File: config.mk
export PLATFORM = sky130hd
export DESIGN_NAME = baw_addr_pipe
export DESIGN_NICKNAME = d
export VERILOG_FILES = /design/src/rtl/baw_pkg.sv /design/src/rtl/baw_addr_pipe.sv
export SDC_FILE = /design/constraint.sdc
export NUM_CORES = 2
export LEC_CHECK = 0
export ABC_AREA = 1
export ABC_CLOCK_PERIOD_IN_PS = 4300
export BUFFER_PORTS_ARGS = -buffer_cell sky130_fd_sc_hd__buf_2
export CORE_MARGIN = 2
export CORE_UTILIZATION = 59
export CTS_CLUSTER_DIAMETER = 60
export DETAILED_ROUTE_END_ITERATION = 10
export PLACE_DENSITY_LB_ADDON = 0.1
export SLEW_MARGIN = 20
export SYNTH_ARGS = -nofsm -noshare
export SYNTH_HDL_FRONTEND = slang
export SYNTH_SLANG_ARGS = --single-unit
File: constraint.sdc
create_clock -name i_clk -period 4.3 [get_ports i_clk]
set_input_delay 0.215 -clock i_clk [delete_from_list [all_inputs] [get_ports i_clk]]
set_output_delay 0.215 -clock i_clk [all_outputs]
set_load 0.02 [all_outputs]
File: src/rtl/baw_pkg.sv
// Shared types, register indexes and constants of the backward affine warp block.
package baw_pkg;

    // Default store dimensions
    localparam int MAX_ROWS_DEF = 256;
    localparam int MAX_COLS_DEF = 256;

    // Fixed-point format of coordinates and matrix entries
    localparam int FRAC_BITS = 16;
    localparam int COEF_W    = 32;
    localparam int SIZE_CFG_W = 9;
    localparam int PIX_W     = 8;
    localparam int POS_W     = 8;
    // Product of an 8-bit unsigned position and a 32-bit signed weight
    localparam int PROD_W    = COEF_W + POS_W + 1;
    // Sum of two products and an offset, exact
    localparam int SUM_W     = PROD_W + 1;

    // Opcodes
    localparam logic OP_WRITE  = 1'b0;
    localparam logic OP_LOOKUP = 1'b1;

    // Configuration register indexes
    localparam int CFG_IDX_W = 3;
    localparam logic [CFG_IDX_W-1:0] CFG_M_ROW_FROM_ROW = 3'd0;
    localparam logic [CFG_IDX_W-1:0] CFG_M_COL_FROM_ROW = 3'd1;
    localparam logic [CFG_IDX_W-1:0] CFG_M_ROW_FROM_COL = 3'd2;
    localparam logic [CFG_IDX_W-1:0] CFG_M_COL_FROM_COL = 3'd3;
    localparam logic [CFG_IDX_W-1:0] CFG_OFFSET_ROW     = 3'd4;
    localparam logic [CFG_IDX_W-1:0] CFG_OFFSET_COL     = 3'd5;
    localparam logic [CFG_IDX_W-1:0] CFG_IMAGE_ROWS     = 3'd6;
    localparam logic [CFG_IDX_W-1:0] CFG_IMAGE_COLS     = 3'd7;

    // Register reset values
    localparam logic signed [COEF_W-1:0] ONE_Q16  = 32'sd65536;
    localparam logic signed [COEF_W-1:0] ZERO_Q16 = 32'sd0;
    localparam logic [SIZE_CFG_W-1:0]    SIZE_RST = 9'd256;

    // Configuration seen by the coordinate pipeline
    typedef struct packed {
        logic signed [COEF_W-1:0] m_row_from_row;
        logic signed [COEF_W-1:0] m_col_from_row;
        logic signed [COEF_W-1:0] m_row_from_col;
        logic signed [COEF_W-1:0] m_col_from_col;
        logic signed [COEF_W-1:0] offset_row;
        logic signed [COEF_W-1:0] offset_col;
        logic [SIZE_CFG_W-1:0]    image_rows;
        logic [SIZE_CFG_W-1:0]    image_cols;
    } t_warp_cfg;

    // Memory access request
    typedef struct packed {
        logic write;   // store wdata at addr
        logic lookup;  // read addr and return a result beat
        logic hit;     // mapped position lies inside the image
    } t_mem_ctrl;

endpackage

File: src/rtl/baw_addr_pipe.sv
// Coordinate pipeline: affine products, sums, bound test and memory address.
module baw_addr_pipe #(
    parameter int MAX_ROWS = baw_pkg::MAX_ROWS_DEF,
    parameter int MAX_COLS = baw_pkg::MAX_COLS_DEF
) (
    input  logic                                i_clk,
    input  logic                                i_rst_n,
    input  logic                                i_en,
    input  logic                                i_load,
    input  logic                                i_opcode,
    input  logic [baw_pkg::POS_W-1:0]           i_row,
    input  logic [baw_pkg::POS_W-1:0]           i_col,
    input  logic [baw_pkg::PIX_W-1:0]           i_pixel_in,
    input  baw_pkg::t_warp_cfg                  i_cfg,
    output logic                                o_req_valid,
    output baw_pkg::t_mem_ctrl                  o_req,
    output logic [$clog2(MAX_ROWS)+$clog2(MAX_COLS)-1:0] o_addr,
    output logic [baw_pkg::PIX_W-1:0]           o_wdata
);
    localparam int ROW_W  = $clog2(MAX_ROWS);
    localparam int COL_W  = $clog2(MAX_COLS);
    localparam int ROW_XW = (ROW_W > baw_pkg::POS_W) ? ROW_W : baw_pkg::POS_W;
    localparam int COL_XW = (COL_W > baw_pkg::POS_W) ? COL_W : baw_pkg::POS_W;
    localparam int RSZ_W  = ($clog2(MAX_ROWS + 1) > baw_pkg::SIZE_CFG_W) ?
                            $clog2(MAX_ROWS + 1) : baw_pkg::SIZE_CFG_W;
    localparam int CSZ_W  = ($clog2(MAX_COLS + 1) > baw_pkg::SIZE_CFG_W) ?
                            $clog2(MAX_COLS + 1) : baw_pkg::SIZE_CFG_W;
    localparam int FB     = baw_pkg::FRAC_BITS;
    localparam int PW     = baw_pkg::PROD_W;
    localparam int SW     = baw_pkg::SUM_W;

    // Stage 1: products
    logic                         r_s1_valid;
    logic                         r_s1_op;
    logic [baw_pkg::POS_W-1:0]    r_s1_row;
    logic [baw_pkg::POS_W-1:0]    r_s1_col;
    logic [baw_pkg::PIX_W-1:0]    r_s1_pix;
    logic signed [PW-1:0]         r_p_rr;
    logic signed [PW-1:0]         r_p_rc;
    logic signed [PW-1:0]         r_p_cr;
    logic signed [PW-1:0]         r_p_cc;

    // Stage 2: sums
    logic                         r_s2_valid;
    logic                         r_s2_op;
    logic [baw_pkg::POS_W-1:0]    r_s2_row;
    logic [baw_pkg::POS_W-1:0]    r_s2_col;
    logic [baw_pkg::PIX_W-1:0]    r_s2_pix;
    logic signed [SW-1:0]         r_sr;
    logic signed [SW-1:0]         r_sc;

    // Stage 3: request
    logic                         r_s3_valid;
    baw_pkg::t_mem_ctrl           r_s3_ctrl;
    logic [ROW_W+COL_W-1:0]       r_s3_addr;
    logic [baw_pkg::PIX_W-1:0]    r_s3_wdata;

    logic [RSZ_W-1:0]             rows_use;
    logic [CSZ_W-1:0]             cols_use;
    logic signed [SW-1:0]         row_lim;
    logic signed [SW-1:0]         col_lim;
    logic                         n_hit;
    logic [ROW_XW-1:0]            wr_row_x;
    logic [COL_XW-1:0]            wr_col_x;
    logic                         wr_in_range;
    baw_pkg::t_mem_ctrl           n_ctrl;
    logic [ROW_W+COL_W-1:0]       n_addr;

    // Valid bits of the three stages
    always_ff @(posedge i_clk) begin
        if (!i_rst_n) begin
            r_s1_valid <= 1'b0;
            r_s2_valid <= 1'b0;
            r_s3_valid <= 1'b0;
        end else if (i_en) begin
            r_s1_valid <= i_load;
            r_s2_valid <= r_s1_valid;
            r_s3_valid <= r_s2_valid;
        end
    end

    // Form the four products of position and weight
    always_ff @(posedge i_clk) begin
        if (i_en) begin
            r_s1_op  <= i_opcode;
            r_s1_row <= i_row;
            r_s1_col <= i_col;
            r_s1_pix <= i_pixel_in;
            r_p_rr   <= $signed({1'b0, i_row}) * i_cfg.m_row_from_row;
            r_p_rc   <= $signed({1'b0, i_col}) * i_cfg.m_row_from_col;
            r_p_cr   <= $signed({1'b0, i_row}) * i_cfg.m_col_from_row;
            r_p_cc   <= $signed({1'b0, i_col}) * i_cfg.m_col_from_col;
        end
    end

    // Add products and offsets into exact source coordinates
    always_ff @(posedge i_clk) begin
        if (i_en) begin
            r_s2_op  <= r_s1_op;
            r_s2_row <= r_s1_row;
            r_s2_col <= r_s1_col;
            r_s2_pix <= r_s1_pix;
            r_sr     <= SW'(r_p_rr) + SW'(r_p_rc) + SW'(i_cfg.offset_row);
            r_sc     <= SW'(r_p_cr) + SW'(r_p_cc) + SW'(i_cfg.offset_col);
        end
    end

    // Clamp sizes to the store and scale them to Q16
    always_comb begin
        rows_use = (RSZ_W'(i_cfg.image_rows) > RSZ_W'(MAX_ROWS)) ?
                   RSZ_W'(MAX_ROWS) : RSZ_W'(i_cfg.image_rows);
        cols_use = (CSZ_W'(i_cfg.image_cols) > CSZ_W'(MAX_COLS)) ?
                   CSZ_W'(MAX_COLS) : CSZ_W'(i_cfg.image_cols);
        row_lim  = $signed({{(SW-RSZ_W-FB){1'b0}}, rows_use, {FB{1'b0}}});
        col_lim  = $signed({{(SW-CSZ_W-FB){1'b0}}, cols_use, {FB{1'b0}}});
    end

    // Strict bound test, write range check and address select
    always_comb begin
        n_hit       = (r_sr > $signed(SW'(0))) && (r_sr < row_lim) &&
                      (r_sc > $signed(SW'(0))) && (r_sc < col_lim);
        wr_row_x    = ROW_XW'(r_s2_row);
        wr_col_x    = COL_XW'(r_s2_col);
        wr_in_range = (32'(r_s2_row) < 32'(MAX_ROWS)) &&
                      (32'(r_s2_col) < 32'(MAX_COLS));
        n_ctrl.write  = (r_s2_op == baw_pkg::OP_WRITE) && wr_in_range;
        n_ctrl.lookup = (r_s2_op == baw_pkg::OP_LOOKUP);
        n_ctrl.hit    = n_hit;
        if (r_s2_op == baw_pkg::OP_WRITE) begin
            n_addr = {wr_row_x[ROW_W-1:0], wr_col_x[COL_W-1:0]};
        end else begin
            n_addr = {r_sr[FB+ROW_W-1:FB], r_sc[FB+COL_W-1:FB]};
        end
    end

    // Register the memory request
    always_ff @(posedge i_clk) begin
        if (i_en) begin
            r_s3_ctrl  <= n_ctrl;
            r_s3_addr  <= n_addr;
            r_s3_wdata <= r_s2_pix;
        end
    end

    assign o_req_valid = r_s3_valid;
    assign o_req       = r_s3_ctrl;
    assign o_addr      = r_s3_addr;
    assign o_wdata     = r_s3_wdata;

endmodule

==> qor.txt <==
Area of the multi-input gates = 38200 µm²
DIE AREA = 98200 µm²
Die H = 313 µm
Final wirelength = 154000 µm
Post-DP HPWL = 132000 µm
Worst Tran Pin Value = 0.885 ns
Hold Path Class = in -> reg
Synth async-reset ratio = 0%
Setup TNS = 0 ns
PwrDens = 861 nW/µm²
Run status = finished, final reports clean
EDFF count, synth = 325
CTS Sinks = 328
Number of cells on the critical path = 19
Pre-antenna DRT Iters = 6
CP Capture Type = flip-flop
Hold Worst Slack = 0.0397 ns
Clk root buf = clkbuf_16
First-pass GRT wire length = 250000 µm
Core area = 95000 µm²
Pins Over Slew Limit = 0
CP Launch Type = input pin
Seq/Total Area, Yosys = 17.4%
Most common cell after layout, fill and taps aside = nand2_1
WL per Instance = 16.6 µm
Worst Skew = 0.0282 ns
Fin area = 64900 µm²
Clock Tree Buf Depth = 3
Cells after Synth = 7333
Clk Latency, worst-skew pair = 0.59 ns
Worst Path Required = 4.62 ns
Syn Nets = 8872
Placer's final routability congestion estimate = 0.997
Rows = 113
Hold Path Depth = 3
Critical Path Fanout Max = 13
Critical path's largest stage delay = 0.62 ns
Per-instance average area after synthesis = 7.70 µm²
Number of global-route vias before repair = 49600
CTS tree = done
Initial antenna violation count = 11
RSZ-0062 raised after global routing = false
Fillers = 8207
Worst path bufs/invs = 5
Share of post-route cells with drive strength above 1 = 12.2%
Clk pin slew, worst setup/hold paths = 0.06 ns
Gr usage total = 32.1%
H-tree depth = 2
Syn-to-layout area delta = 14.9%
Worst Reg-to-Reg Cells = 14
Chip width = 313 µm
DR DRC count = 0
Yosys warning count = 0
CP max-delay cell = fa_2
Num CTS Buffers = 39
Final min period = 4.12 ns
Final period util = 95.8%
Commonest non-fill, non-tap cells in the layout = nand2_1 (2066), inv_1 (2000), fa_1 (875)
Port buffer count = 266
Pin count of the biggest net entering global routing = 109
DRT antenna net count = 0
Crit-path most repeated cell = nand2_1
Cell leakage power = 38.0 nW
MaxCap Viol Count = 0
Yosys reg bits = 328
Top delay family on crit path = adder cells
Placed instance area = 63300 µm²
Crit path DAT = 4.44 ns
Setup Buffers After CTS = 0
Mapped cell area = 56500 µm²
Max Clk Rate = 243 MHz
Worst-path cell chain = buf_4 > buf_12 > nand2_1 > fa_2 > inv_1 > fa_1 > fa_1 > inv_1 > fa_1 > inv_1 > ha_1 > a21oi_1 > o21ai_0 > nand2_1 > nand3_1 > a21oi_1 > nand2_1 > nand2_1 > nand2_1
Setup Viol. Count Final = 0
1st-iter DRT viols = 3336
Initial core utilization = 59.5%
Final hold vios = 0
Post-layout nets = 9536
GRT overflow = 0
Critical setup path kind = in -> reg
Max VDD drop = 0.634 mV
Yosys cell types = 41
Via density = 5.13
Register area = 9820 µm²
Via Count = 47700
Top_reg_cell synth = edfxtp_1
Io pins = 267
Slew Limit Headroom = 41.0%
[per-stage QoR]
| stage | total power, mW | setup slack (ns) | utilization, % | std cells |
|---|---|---|---|---|
| after floorplan | 34.7 | -0.0134 | - | 7333 |
| after global placement | 51.4 | -0.560 | 66.6 | 9207 |
| after detailed placement | 52.0 | -0.612 | 66.6 | 9207 |
| after CTS | 55.8 | 0.0162 | 68.2 | 9289 |
| after global routing | 61.6 | 0.00202 | 68.3 | 9295 |
| final | 55.9 | 0.182 | 68.3 | 9296 |
[worst min-delay path, cell delays in order]
cell and delay (ns):
buf_2 0.17, nand2_1 0.08, inv_1 0.05
[final cells by class]
cell class | instances | share of cell area (%)
Antenna cell | 4 | 0.0154
Sequential cell | 328 | 15.1
Tap cell | 1265 | 2.44
Timing Repair Buffer | 866 | 9.97
Clock inverter | 23 | 0.532
Inverter | 2001 | 11.6
Clock buffer | 48 | 1.56
Multi-Input combinational cell | 4761 | 58.8
[metal layers]
metal  track usage (%)  share of wire, %  routed length [µm]
met1              42.1                42               64200
met5                 0             0.044                  68
met4              9.68               3.4                5250
met3              3.23               5.8                8920
met2              56.6                49               75900
[synthesized netlist by cell type (5+ instances only)]
master / n / area (µm²)
buf_1: 46 / 173
nand3_1: 191 / 956
a31oi_1: 9 / 56.3
edfxtp_1: 325 / 9760
nand2_2: 10 / 62.6
o21ai_0: 166 / 831
inv_1: 2000 / 7510
o21ai_1: 7 / 35.0
o21bai_1: 12 / 90.1
nand3_2: 16 / 160
clkbuf_1: 89 / 334
nand4_1: 45 / 282
a21oi_1: 325 / 1630
xor2_1: 100 / 876
nand3b_1: 13 / 97.6
nor4_1: 5 / 31.3
clkbuf_2: 108 / 541
nor2_2: 12 / 75.1
nor3_1: 30 / 150
ha_1: 424 / 5310
o21a_1: 33 / 248
nor2_1: 344 / 1290
nand2_1: 2067 / 7760
xnor2_1: 48 / 420
a21o_1: 7 / 52.6
fa_1: 876 / 17500
[what timing repair did]
item | in CTS | in global routing
endpoints found under the hold margin | 12 | 0
hold buffers | 11 | 0
resized for setup | 0 | 19
endpoints found under the setup margin | 0 | 68
[flip-flops by register name, indices dropped and copies added (netlist names), 3 cells and up]
name,flops
o_addr,16
o_req,3
o_wdata,8
r_p_cc,41
r_p_cr,41
r_p_rc,41
r_p_rr,41
r_s1_col,8
r_s1_pix,8
r_s1_row,8
r_s2_col,8
r_s2_pix,8
r_s2_row,8
r_sc,42
r_sr,42
[final timing paths]
kind	slack (ns)	from	end
setup / recovery	0.18	i_col[1]	r_p_cc[39]$_DFFE_PP_
hold / removal	0.04	i_cfg[146]	r_p_cr[0]$_DFFE_PP_
setup reg to reg	1.00	r_p_cr[1]$_DFFE_PP_	r_sc[41]$_DFFE_PP_
hold reg to reg	0.41	r_s1_row[1]$_DFFE_PP_	r_s2_row[1]$_DFFE_PP_
[logic make-up (layout without fill, tap and decap cells)]
kind of cell | count (synthesis) | count (layout) | synth area share [%]
flip-flops | 328 | 328 | 17.4
buffers and inverters | 2244 | 2938 | 15.1
adder cells (fa/ha/maj) | 1300 | 1300 | 40.4
AO/OA/AOI/OAI | 570 | 570 | 5.38
other | 0 | 4 | 0
XOR/XNOR | 148 | 148 | 2.29
AND/OR/NAND/NOR | 2743 | 2743 | 19.4
[power breakdown]
part	internal (mW)	switching, mW	total, mW
sequential	6.66	1.04	7.70
combinational	18.1	26.6	44.7
clock	2.03	1.50	3.53
total	26.8	29.1	55.9
(Power assumes the default switching activity.)
